===== src/design/cse_pkg.sv =====
package cse_pkg;

    typedef enum logic [1:0] {
        OP_UINT  = 2'd0,
        OP_SINT  = 2'd1,
        OP_FLOAT = 2'd2,
        OP_BOOL  = 2'd3
    } t_op;

    localparam logic [2:0] MT_UINT = 3'd0;
    localparam logic [2:0] MT_NINT = 3'd1;

    localparam logic [4:0] AI_1BYTE = 5'd24;
    localparam logic [4:0] AI_2BYTE = 5'd25;
    localparam logic [4:0] AI_4BYTE = 5'd26;
    localparam logic [4:0] AI_8BYTE = 5'd27;

    localparam logic [7:0] HEAD_FLOAT32 = 8'hFA;
    localparam logic [7:0] HEAD_FALSE   = 8'hF4;
    localparam logic [7:0] HEAD_TRUE    = 8'hF5;

    localparam logic [3:0] FLOAT_LEN = 4'd5;

    typedef struct packed {
        logic [1:0]  operation;
        logic [63:0] value_bits;
        logic [3:0]  space_left;
    } t_in;

    typedef struct packed {
        logic [7:0] out_byte;
        logic       last;
        logic       error;
    } t_out;

    // classified item: head byte plus left-aligned argument bytes
    typedef struct packed {
        logic [7:0]  head;
        logic [63:0] arg;
        logic [3:0]  nfollow;
        logic        err;
    } t_cmd;

endpackage


===== src/design/cse_front.sv =====
module cse_front #(
    parameter int INT64_SUPPORT = 1
) (
    input  cse_pkg::t_in  i_item,
    output cse_pkg::t_cmd o_cmd
);
    import cse_pkg::*;

    logic [63:0] v;
    logic [63:0] arg;
    logic [2:0]  major;
    logic [4:0]  info;
    logic [3:0]  nfollow;
    logic        wide;
    logic        range_err;
    logic        err;
    logic [7:0]  head;
    logic [63:0] aligned;
    logic [3:0]  space;

    always_comb begin
        v         = i_item.value_bits;
        space     = i_item.space_left;
        major     = MT_UINT;
        arg       = v;
        range_err = 1'b0;
        if (i_item.operation == OP_SINT && v[63]) begin
            major = MT_NINT;
            arg   = ~v;
        end
        if (INT64_SUPPORT == 0 && i_item.operation == OP_SINT) begin
            range_err = (v[63:31] != '0) && (v[63:31] != '1);
        end

        wide = 1'b0;
        if (arg < 64'(AI_1BYTE)) begin
            nfollow = 4'd0;
            info    = arg[4:0];
        end else if (arg[63:8] == '0) begin
            nfollow = 4'd1;
            info    = AI_1BYTE;
        end else if (arg[63:16] == '0) begin
            nfollow = 4'd2;
            info    = AI_2BYTE;
        end else if (arg[63:32] == '0) begin
            nfollow = 4'd4;
            info    = AI_4BYTE;
        end else begin
            nfollow = 4'd8;
            info    = AI_8BYTE;
            wide    = 1'b1;
        end
        head = {major, info};
        err  = range_err || (wide && INT64_SUPPORT == 0) || (space <= nfollow);

        unique case (t_op'(i_item.operation))
            OP_UINT, OP_SINT: ;
            OP_FLOAT: begin
                head    = HEAD_FLOAT32;
                arg     = {32'd0, v[31:0]};
                nfollow = 4'd4;
                err     = space < FLOAT_LEN;
            end
            OP_BOOL: begin
                head    = v[0] ? HEAD_TRUE : HEAD_FALSE;
                arg     = '0;
                nfollow = 4'd0;
                err     = space == 4'd0;
            end
            default: ;
        endcase

        case (nfollow)
            4'd1:    aligned = {arg[7:0], 56'd0};
            4'd2:    aligned = {arg[15:0], 48'd0};
            4'd4:    aligned = {arg[31:0], 32'd0};
            4'd8:    aligned = arg;
            default: aligned = '0;
        endcase

        if (err) begin
            o_cmd = '{head: 8'd0, arg: 64'd0, nfollow: 4'd0, err: 1'b1};
        end else begin
            o_cmd = '{head: head, arg: aligned, nfollow: nfollow, err: 1'b0};
        end
    end

endmodule


===== src/design/cse_queue.sv =====
module cse_queue (
    input  logic          i_clk,
    input  logic          i_rst_n,
    input  logic          i_push,
    input  cse_pkg::t_cmd i_cmd,
    output logic          o_full,
    input  logic          i_pop,
    output logic          o_nempty,
    output cse_pkg::t_cmd o_cmd
);
    import cse_pkg::*;

    t_cmd       r_mem [2];
    logic       r_wr;
    logic       r_rd;
    logic [1:0] r_cnt;
    logic       do_push;
    logic       do_pop;

    assign o_full   = r_cnt == 2'd2;
    assign o_nempty = r_cnt != 2'd0;
    assign o_cmd    = r_mem[r_rd];
    assign do_push  = i_push && !o_full;
    assign do_pop   = i_pop && o_nempty;

    always_ff @(posedge i_clk) begin
        if (do_push) begin
            r_mem[r_wr] <= i_cmd;
        end
    end

    always_ff @(posedge i_clk) begin
        if (!i_rst_n) begin
            r_wr  <= 1'b0;
            r_rd  <= 1'b0;
            r_cnt <= 2'd0;
        end else begin
            if (do_push) r_wr <= !r_wr;
            if (do_pop)  r_rd <= !r_rd;
            r_cnt <= r_cnt + 2'(do_push) - 2'(do_pop);
        end
    end

endmodule


===== src/design/cse_back.sv =====
module cse_back (
    input  logic          i_clk,
    input  logic          i_rst_n,
    input  logic          i_cmd_valid,
    input  cse_pkg::t_cmd i_cmd,
    output logic          o_pop,
    output logic          o_valid,
    input  logic          i_ready,
    output cse_pkg::t_out o_data
);
    import cse_pkg::*;

    logic        r_busy;
    logic [3:0]  r_rem;
    logic [63:0] r_sh;
    logic        r_ovalid;
    t_out        r_out;

    logic        n_busy;
    logic [3:0]  n_rem;
    logic [63:0] n_sh;
    logic        n_ovalid;
    t_out        n_out;
    logic        out_free;

    assign out_free = !r_ovalid || i_ready;
    assign o_valid  = r_ovalid;
    assign o_data   = r_out;

    always_comb begin
        n_busy   = r_busy;
        n_rem    = r_rem;
        n_sh     = r_sh;
        n_out    = r_out;
        n_ovalid = r_ovalid && !i_ready;
        o_pop    = 1'b0;
        if (out_free) begin
            if (r_busy) begin
                n_out    = '{out_byte: r_sh[63:56], last: r_rem == 4'd1, error: 1'b0};
                n_ovalid = 1'b1;
                n_sh     = {r_sh[55:0], 8'd0};
                n_rem    = r_rem - 4'd1;
                n_busy   = r_rem != 4'd1;
            end else if (i_cmd_valid) begin
                o_pop    = 1'b1;
                n_out    = '{out_byte: i_cmd.head,
                             last:     i_cmd.nfollow == 4'd0,
                             error:    i_cmd.err};
                n_ovalid = 1'b1;
                n_sh     = i_cmd.arg;
                n_rem    = i_cmd.nfollow;
                n_busy   = i_cmd.nfollow != 4'd0;
            end
        end
    end

    always_ff @(posedge i_clk) begin
        if (!i_rst_n) begin
            r_busy   <= 1'b0;
            r_ovalid <= 1'b0;
        end else begin
            r_busy   <= n_busy;
            r_ovalid <= n_ovalid;
        end
        r_rem <= n_rem;
        r_sh  <= n_sh;
        r_out <= n_out;
    end

endmodule


===== src/design/cbor_scalar_encoder.sv =====
// channel | valid   | ready   | payload
// --------+---------+---------+-----------------------------------------
// input   | i_valid | o_ready | i_data (operation, value_bits, space_left)
// output  | o_valid | i_ready | o_data (out_byte, last, error)
//
// One byte per cycle while i_ready holds: an item's encoded length is 1 to 9
// bytes, which the serializer emits one per cycle into the output register.
// With the serializer idle, an accepted item goes through the queue register
// and then the output register, where its first byte becomes visible.
// A two-entry queue sits between classifier and serializer, so input keeps
// flowing while output stalls until the queue fills.
// Reset is synchronous, active low; it empties the queue and output register.
module cbor_scalar_encoder #(
    parameter int INT64_SUPPORT = 1
) (
    input  logic          i_clk,
    input  logic          i_rst_n,
    input  logic          i_valid,
    output logic          o_ready,
    input  cse_pkg::t_in  i_data,
    output logic          o_valid,
    input  logic          i_ready,
    output cse_pkg::t_out o_data
);
    import cse_pkg::*;

    t_cmd front_cmd;
    t_cmd q_cmd;
    logic q_full;
    logic q_nempty;
    logic q_pop;

    assign o_ready = !q_full;

    cse_front #(
        .INT64_SUPPORT(INT64_SUPPORT)
    ) u_front (
        .i_item (i_data),
        .o_cmd  (front_cmd)
    );

    cse_queue u_queue (
        .i_clk    (i_clk),
        .i_rst_n  (i_rst_n),
        .i_push   (i_valid),
        .i_cmd    (front_cmd),
        .o_full   (q_full),
        .i_pop    (q_pop),
        .o_nempty (q_nempty),
        .o_cmd    (q_cmd)
    );

    cse_back u_back (
        .i_clk       (i_clk),
        .i_rst_n     (i_rst_n),
        .i_cmd_valid (q_nempty),
        .i_cmd       (q_cmd),
        .o_pop       (q_pop),
        .o_valid     (o_valid),
        .i_ready     (i_ready),
        .o_data      (o_data)
    );

endmodule

===== config.mk =====
export PLATFORM = sky130hd
export DESIGN_NAME = cbor_scalar_encoder
export DESIGN_NICKNAME = d
export VERILOG_FILES = /design/src/design/cse_pkg.sv /design/src/design/cse_front.sv /design/src/design/cse_queue.sv /design/src/design/cse_back.sv /design/src/design/cbor_scalar_encoder.sv
export SDC_FILE = /design/constraint.sdc
export NUM_CORES = 1
export LEC_CHECK = 0
export BUFFER_PORTS_ARGS = -buffer_cell sky130_fd_sc_hd__buf_2
export CORE_AREA = 5 5 132 159
export CTS_BUF_LIST = sky130_fd_sc_hd__clkbuf_4
export DETAILED_ROUTE_END_ITERATION = 12
export DIE_AREA = 0 0 137 164
export GPL_ROUTABILITY_DRIVEN = 0
export GPL_TIMING_DRIVEN = 0
export PLACE_DENSITY = 0.81
export SLEW_MARGIN = 40
export SYNTH_ARGS = -nofsm -noshare
export SYNTH_HDL_FRONTEND = slang
export SYNTH_SLANG_ARGS = --single-unit

===== constraint.sdc =====
create_clock -name i_clk -period 6.16 [get_ports i_clk]
set_input_delay 0 -clock i_clk [delete_from_list [all_inputs] [get_ports i_clk]]
set_output_delay 0 -clock i_clk [all_outputs]
set_load 0.005 [all_outputs]

# Yosys cells after proc, flatten, opt, wreduce, memory -nomap -nowiden
# Memory sizes are Yosys's and may differ from the RTL's. A register that Yosys moved wholly into a read port is not among the register bits.
# Cells that the tools add are included.
# totals
reg_bits	84
ram_bits	154
in_bits	74
output_inout_bits	12
elab_cells	83
memories	1
# mem_list
memory	words	width	rd	rd_ports_with_merged_regs	write_ports	line_no	source
u_queue.r_mem	2	77	1	1	1	cse_queue.sv:13	t_cmd r_mem [2];
# classes
addsub	3
n_lt_le_gt_ge	3
n_eq_ne	10
mux	35
bitwise	1
reduce_logical	19
# ops
cell	n
$pmux 64 s4	1
$mux 64	3
$pmux 64 s2	1
$mux 77	1
$lt 64x5->1 const B	1
$not 64->64	1
$logic_not 56->1	1
$logic_not 48->1	1
$logic_not 32->1	1
$mux 4	6
$mux 10	2
$pmux 8 s2	1
$mux 1	15
$mux 5	3
$eq 4x1->1 const B	2
$logic_not 4->1	2
$pmux 4 s2	1
$eq 2x2->1 const B	3
$logic_not 1->1	5
$eq 4x2->1 const B	1
$eq 4x3->1 const B	1
$eq 4x4->1 const B	1
$le 4x4->1	1
$logic_and 1x1->1	4
11 further kinds	12

# Depth between registers and ports, before layout
# logic_depth
ltp_word	12
depth_mapped	18
ltp_nobuf	15

# Cells and area by module
# A second synthesis with hierarchy kept.
# hier_totals
hier_cells	843
hier_area_um2	11835.1
# modules_own_cells
mod	n_inst	cells_each	area_per_inst_um2	seq_area_each_um2
cse_queue	1	266	5925.7	4724.5
cse_back	1	189	3415.8	2382.3
cse_front	1	387	2489.9	0.0
cbor_scalar_encoder	1	1	3.8	0.0

# Least setup slack after synthesis
# No wires, ideal clock.
# synth_path
path_kind	reg2reg
startpoint	register u_back.r_busy
endpoint	register u_back.r_out (netlist bit u_back.o_data[0]) (enable)
setup_ps	515
arrival_ps	3970
required_time_ps	5645
setup_slack_ps	1675
stages_incl_launch_ff	4
path_buffers	1
period_less_slack_ps	4485
cell_sequence	dfxtp_1 > clkbuf_1 > nor3_1 > nor2_1
# synth_between
elab_chain_len	2
# synth_lines
item	line_no	source
start, declared	cse_back.sv:13	logic r_busy;
start signal, assigned	cse_back.sv:62	r_busy <= n_busy;
$reduce_bool 2->1 (no line)	n/a	
$reduce_and 2->1 (no line)	n/a	
end signal, assigned	cse_back.sv:67	r_out <= n_out;
end, declared	cse_back.sv:17	t_out r_out;
# No other way between the ends.
# A chain may end at the register's enable or synchronous reset.

==> key figures <==
CTS
  • Post-CTS setup buffer count: 0
  • Cts repair resizes: 0
  • Clk_lat worst skew: roughly 0.63 ns
  • CTS max path bufs: 3
  • Reg clk slew, reported paths: 0.07 ns
  • CTS Buf Count: 52
  • CTS sink cnt: 237
  • CTS H-tree depth: 2
  • CTS tree: built
  • Root buffer cell: clkbuf_4

Logic synthesis
  • Part of the Yosys area used for sequential elements: 60.3%
  • FF+latch count, synth: 237
  • Netlist cell types: between 60 and 70
  • Mapped Cells: 978
  • Largest area contributor in the netlist: edfxtp_1
  • Yosys top cell area share: about three fifths
  • Synth Flop Type: edfxtp_1
  • Post-synth EDFFs: 230
  • Synth warn: 0
  • Synth Net Count: 1060
  • Syn_area_per_cell: 12.0 sq um
  • Netlist Area Pre-Place: 0.0117 sq mm
  • Fraction of registers with async set/reset: 0%
  • Synth top area cells: edfxtp_1 59%, mux2i_1 8.9%, o21ai_0 3.9%, nand2_1 3.5%, nor2_1 2.0%

Cells and area
  • Fraction of layout cells with a size suffix above 1: 17.6%
  • Commonest non-fill, non-tap cells in the layout: 230 x edfxtp_1, 110 x nand2_1, 104 x mux2i_1, 92 x o21ai_0, 87 x buf_2
  • Filler Cells Inserted: between 1000 and 1500
  • Most common cell after layout, fill and taps aside: edfxtp_1
  • Synth-to-Final Area Change: 17.7%
  • Final nets: roughly 1200

Placed design
  • Port bufs: 84
  • DP Worst Slack: 1.14 ns
  • Detailed placement HPWL: 23.4 mm

Timing
  • Part of the cycle the worst path needs: 85.1%
  • Least-Margin Pin Slew: 0.964 ns
  • Tmin final: 5.24 ns
  • Final Hold Viols: 2
  • RSZ-0062 raised after global routing: false
  • Setup WS post-layout: 0.918 ns
  • Hold_ws: -0.00872 ns
  • FMAX: 191 MHz
  • Slew Limit Fails: 0
  • Skew final: 0.0445 ns
  • Max_slew headroom: 35.7%
  • Final Setup Violations: 0

Power
  • Leakage power: 4.93 nW
  • P per Cell Area: 372 mW/mm^2
  • Sw Pwr: 1.59 mW
  • Net Sw Frac: 31.2%
  • Power Total: 5.12 mW
  • VDD IR max: 0.000189 V
  • Clock power frac: 22.9%
  • Internal power component: 3.52 mW
  • Reg power frac: 49.3%
  • Part of the power in combinational logic: about 28%

Run
  • Maxcap violations: 0

Drt
  • Routed WL: between 30 and 40 mm
  • Post-DR wirelength/cell: approximately 22 um
  • Via count: a little over 9000
  • Antenna-violating nets left: 0
  • Vias per std cell: 6.23
  • Drt drc: 0
  • Initial DRC Count: 991
  • Pre-antenna DRT Iters: 5

Worst setup path
  • Critical path's slowest cell: or4_1
  • CP max FO: 10
  • Path depth of the worst reg2reg path: 5
  • Cell Chain, Critical Path: dlygate4sd3_1 -> buf_2 -> nand4_1 -> or4_1 -> nor4_1 -> o21ai_0 -> buf_2 -> inv_1 -> clkbuf_1 -> nand3_1 -> ha_1 -> nor2b_1 -> o211ai_1 -> a21oi_1 -> o21ai_1 -> a21oi_1 -> o21ai_0 -> o32ai_1
  • CP Launch Type: primary input
  • Critical path required time: 6.48 ns
  • Crit-path max cell delay: 0.55 ns
  • Critical Path AT: 5.57 ns
  • Critical Path End Type: register
  • Setup crit start: i_data[49]
  • CP Class: primary input to register

Floorplanning
  • Die footprint: 0.0225 sq mm
  • Top Ports: 86
  • Initial Util: 60.7%
  • Die Width: 137 um
  • Num rows: 56
  • Chip height: around 160 um
  • Core Region: ~0.019 sq mm

Worst hold path
  • HP Class: primary input to register
  • Number of stages on the worst hold path: 3
  • Hold Path Origin: i_data[15]

GRT
  • Initial antenna violation count: 1
  • Global-route wire length before repair: 50.2 mm
  • Gr ovfl total: 0
  • Largest net degree at the start of global routing: 37
  • Number of global-route vias before repair: about 9100
  • GRT Total Usage: 29.6%

Status
  • Status: complete, but fails checks
  • Violated checks: negative hold slack
## synthesized netlist by cell type, types with 11 or more instances
master     number
a2bb2oi_1      11
nand2b_1       15
o21ai_0        92
clkbuf_1       49
a22oi_1        26
mux2_2         14
nand4_1        15
inv_1          22
xnor2_1        21
nand2_1       110
edfxtp_1      230
nor2_1         63
a21oi_1        31
mux2i_1       104
nor4_1         14
nor2b_1        19
## layer usage
metal	wire, um	vias up	global-route usage [%]
met5	0	-	0
met4	2390	0	18.5
met1	11700	4250	36.3
met3	2980	149	5.24
met2	15500	621	48.6
li1	-	4100	-
## power by group through the flow
| stage | combinational (mW) | clock [mW] | sequential (mW) |
|---|---|---|---|
| global placement | 1.19 | 0 | 2.61 |
| CTS | 1.41 | 1.18 | 2.52 |
| finish | 1.43 | 1.17 | 2.52 |
| global route | 1.55 | 1.27 | 2.55 |
| floorplan | 0.810 | 0 | 2.55 |
| detailed placement | 1.39 | 0 | 2.55 |
## worst max-delay path: cells and delay by family
| kind | cells | cell delay, ns |
|---|---|---|
| compound gates | 7 | 2.31 |
| fa+ha+maj | 1 | 0.33 |
| buf+inv | 5 | 1.71 |
| simple gates | 5 | 1.22 |
## stage by stage
stage	std cells	util [%]	cell area, sq um	TNS [ns]
after CTS	1460	71.2	13700	0
after global placement	1323	64.5	12400	-16.54
after global routing	1464	71.4	13800	0
final	1465	71.4	13800	0
after detailed placement	1333	65.9	12700	0
after floorplan	978	-	11700	0
## kinds of logic after synthesis
logic type      synth area share [%]
fa+ha+maj                      0.942
xor+xnor                        1.65
simple gates                    11.4
mux                             10.4
buf+inv                         3.30
compound gates                  12.1
flops                           60.3
## registers in the layout (all words and copies together), names as in the netlist, named ones only
| signal | cells |
|---|---|
| u_queue.r_wr | 1 |
| u_back.o_data | 10 |
| u_back.o_valid | 1 |
| u_back.r_busy | 1 |
| u_back.r_sh | 64 |
| u_queue.r_mem | 152 |
| u_queue.r_rd | 1 |
| u_back.r_rem | 4 |
| u_queue.r_cnt | 2 |
## path summary, 6_finish.rpt
| path | to | slack, ns |
|---|---|---|
| worst max-delay path | u_queue.r_mem[1][39] | 0.92 |
| worst min register to register | u_back.r_sh[15] | 0.52 |
| worst max register to register | u_back.r_sh[41] | 3.42 |
| worst min-delay path | u_queue.r_mem[1][16] | -0.009 |
## final cells by class
type,count,area [sq um],share of cell area (%)
Antenna cell,2,5.00,0.0364
Clock buffer,77,578,4.20
Sequential cell,237,7050,51.2
Buffer,65,299,2.17
Timing Repair Buffer,135,1060,7.70
Clock inverter,12,71.3,0.518
Tap cell,261,327,2.37
Multi-Input combinational cell,653,4280,31.1
Inverter,23,86.3,0.628
## what timing repair did
| action | CTS | global route |
|---|---|---|
| hold endpoints to repair | 94 | 0 |
| setup endpoints to repair | 0 | 0 |
| hold buffers | 38 | 0 |
(Power assumes the default switching activity.)
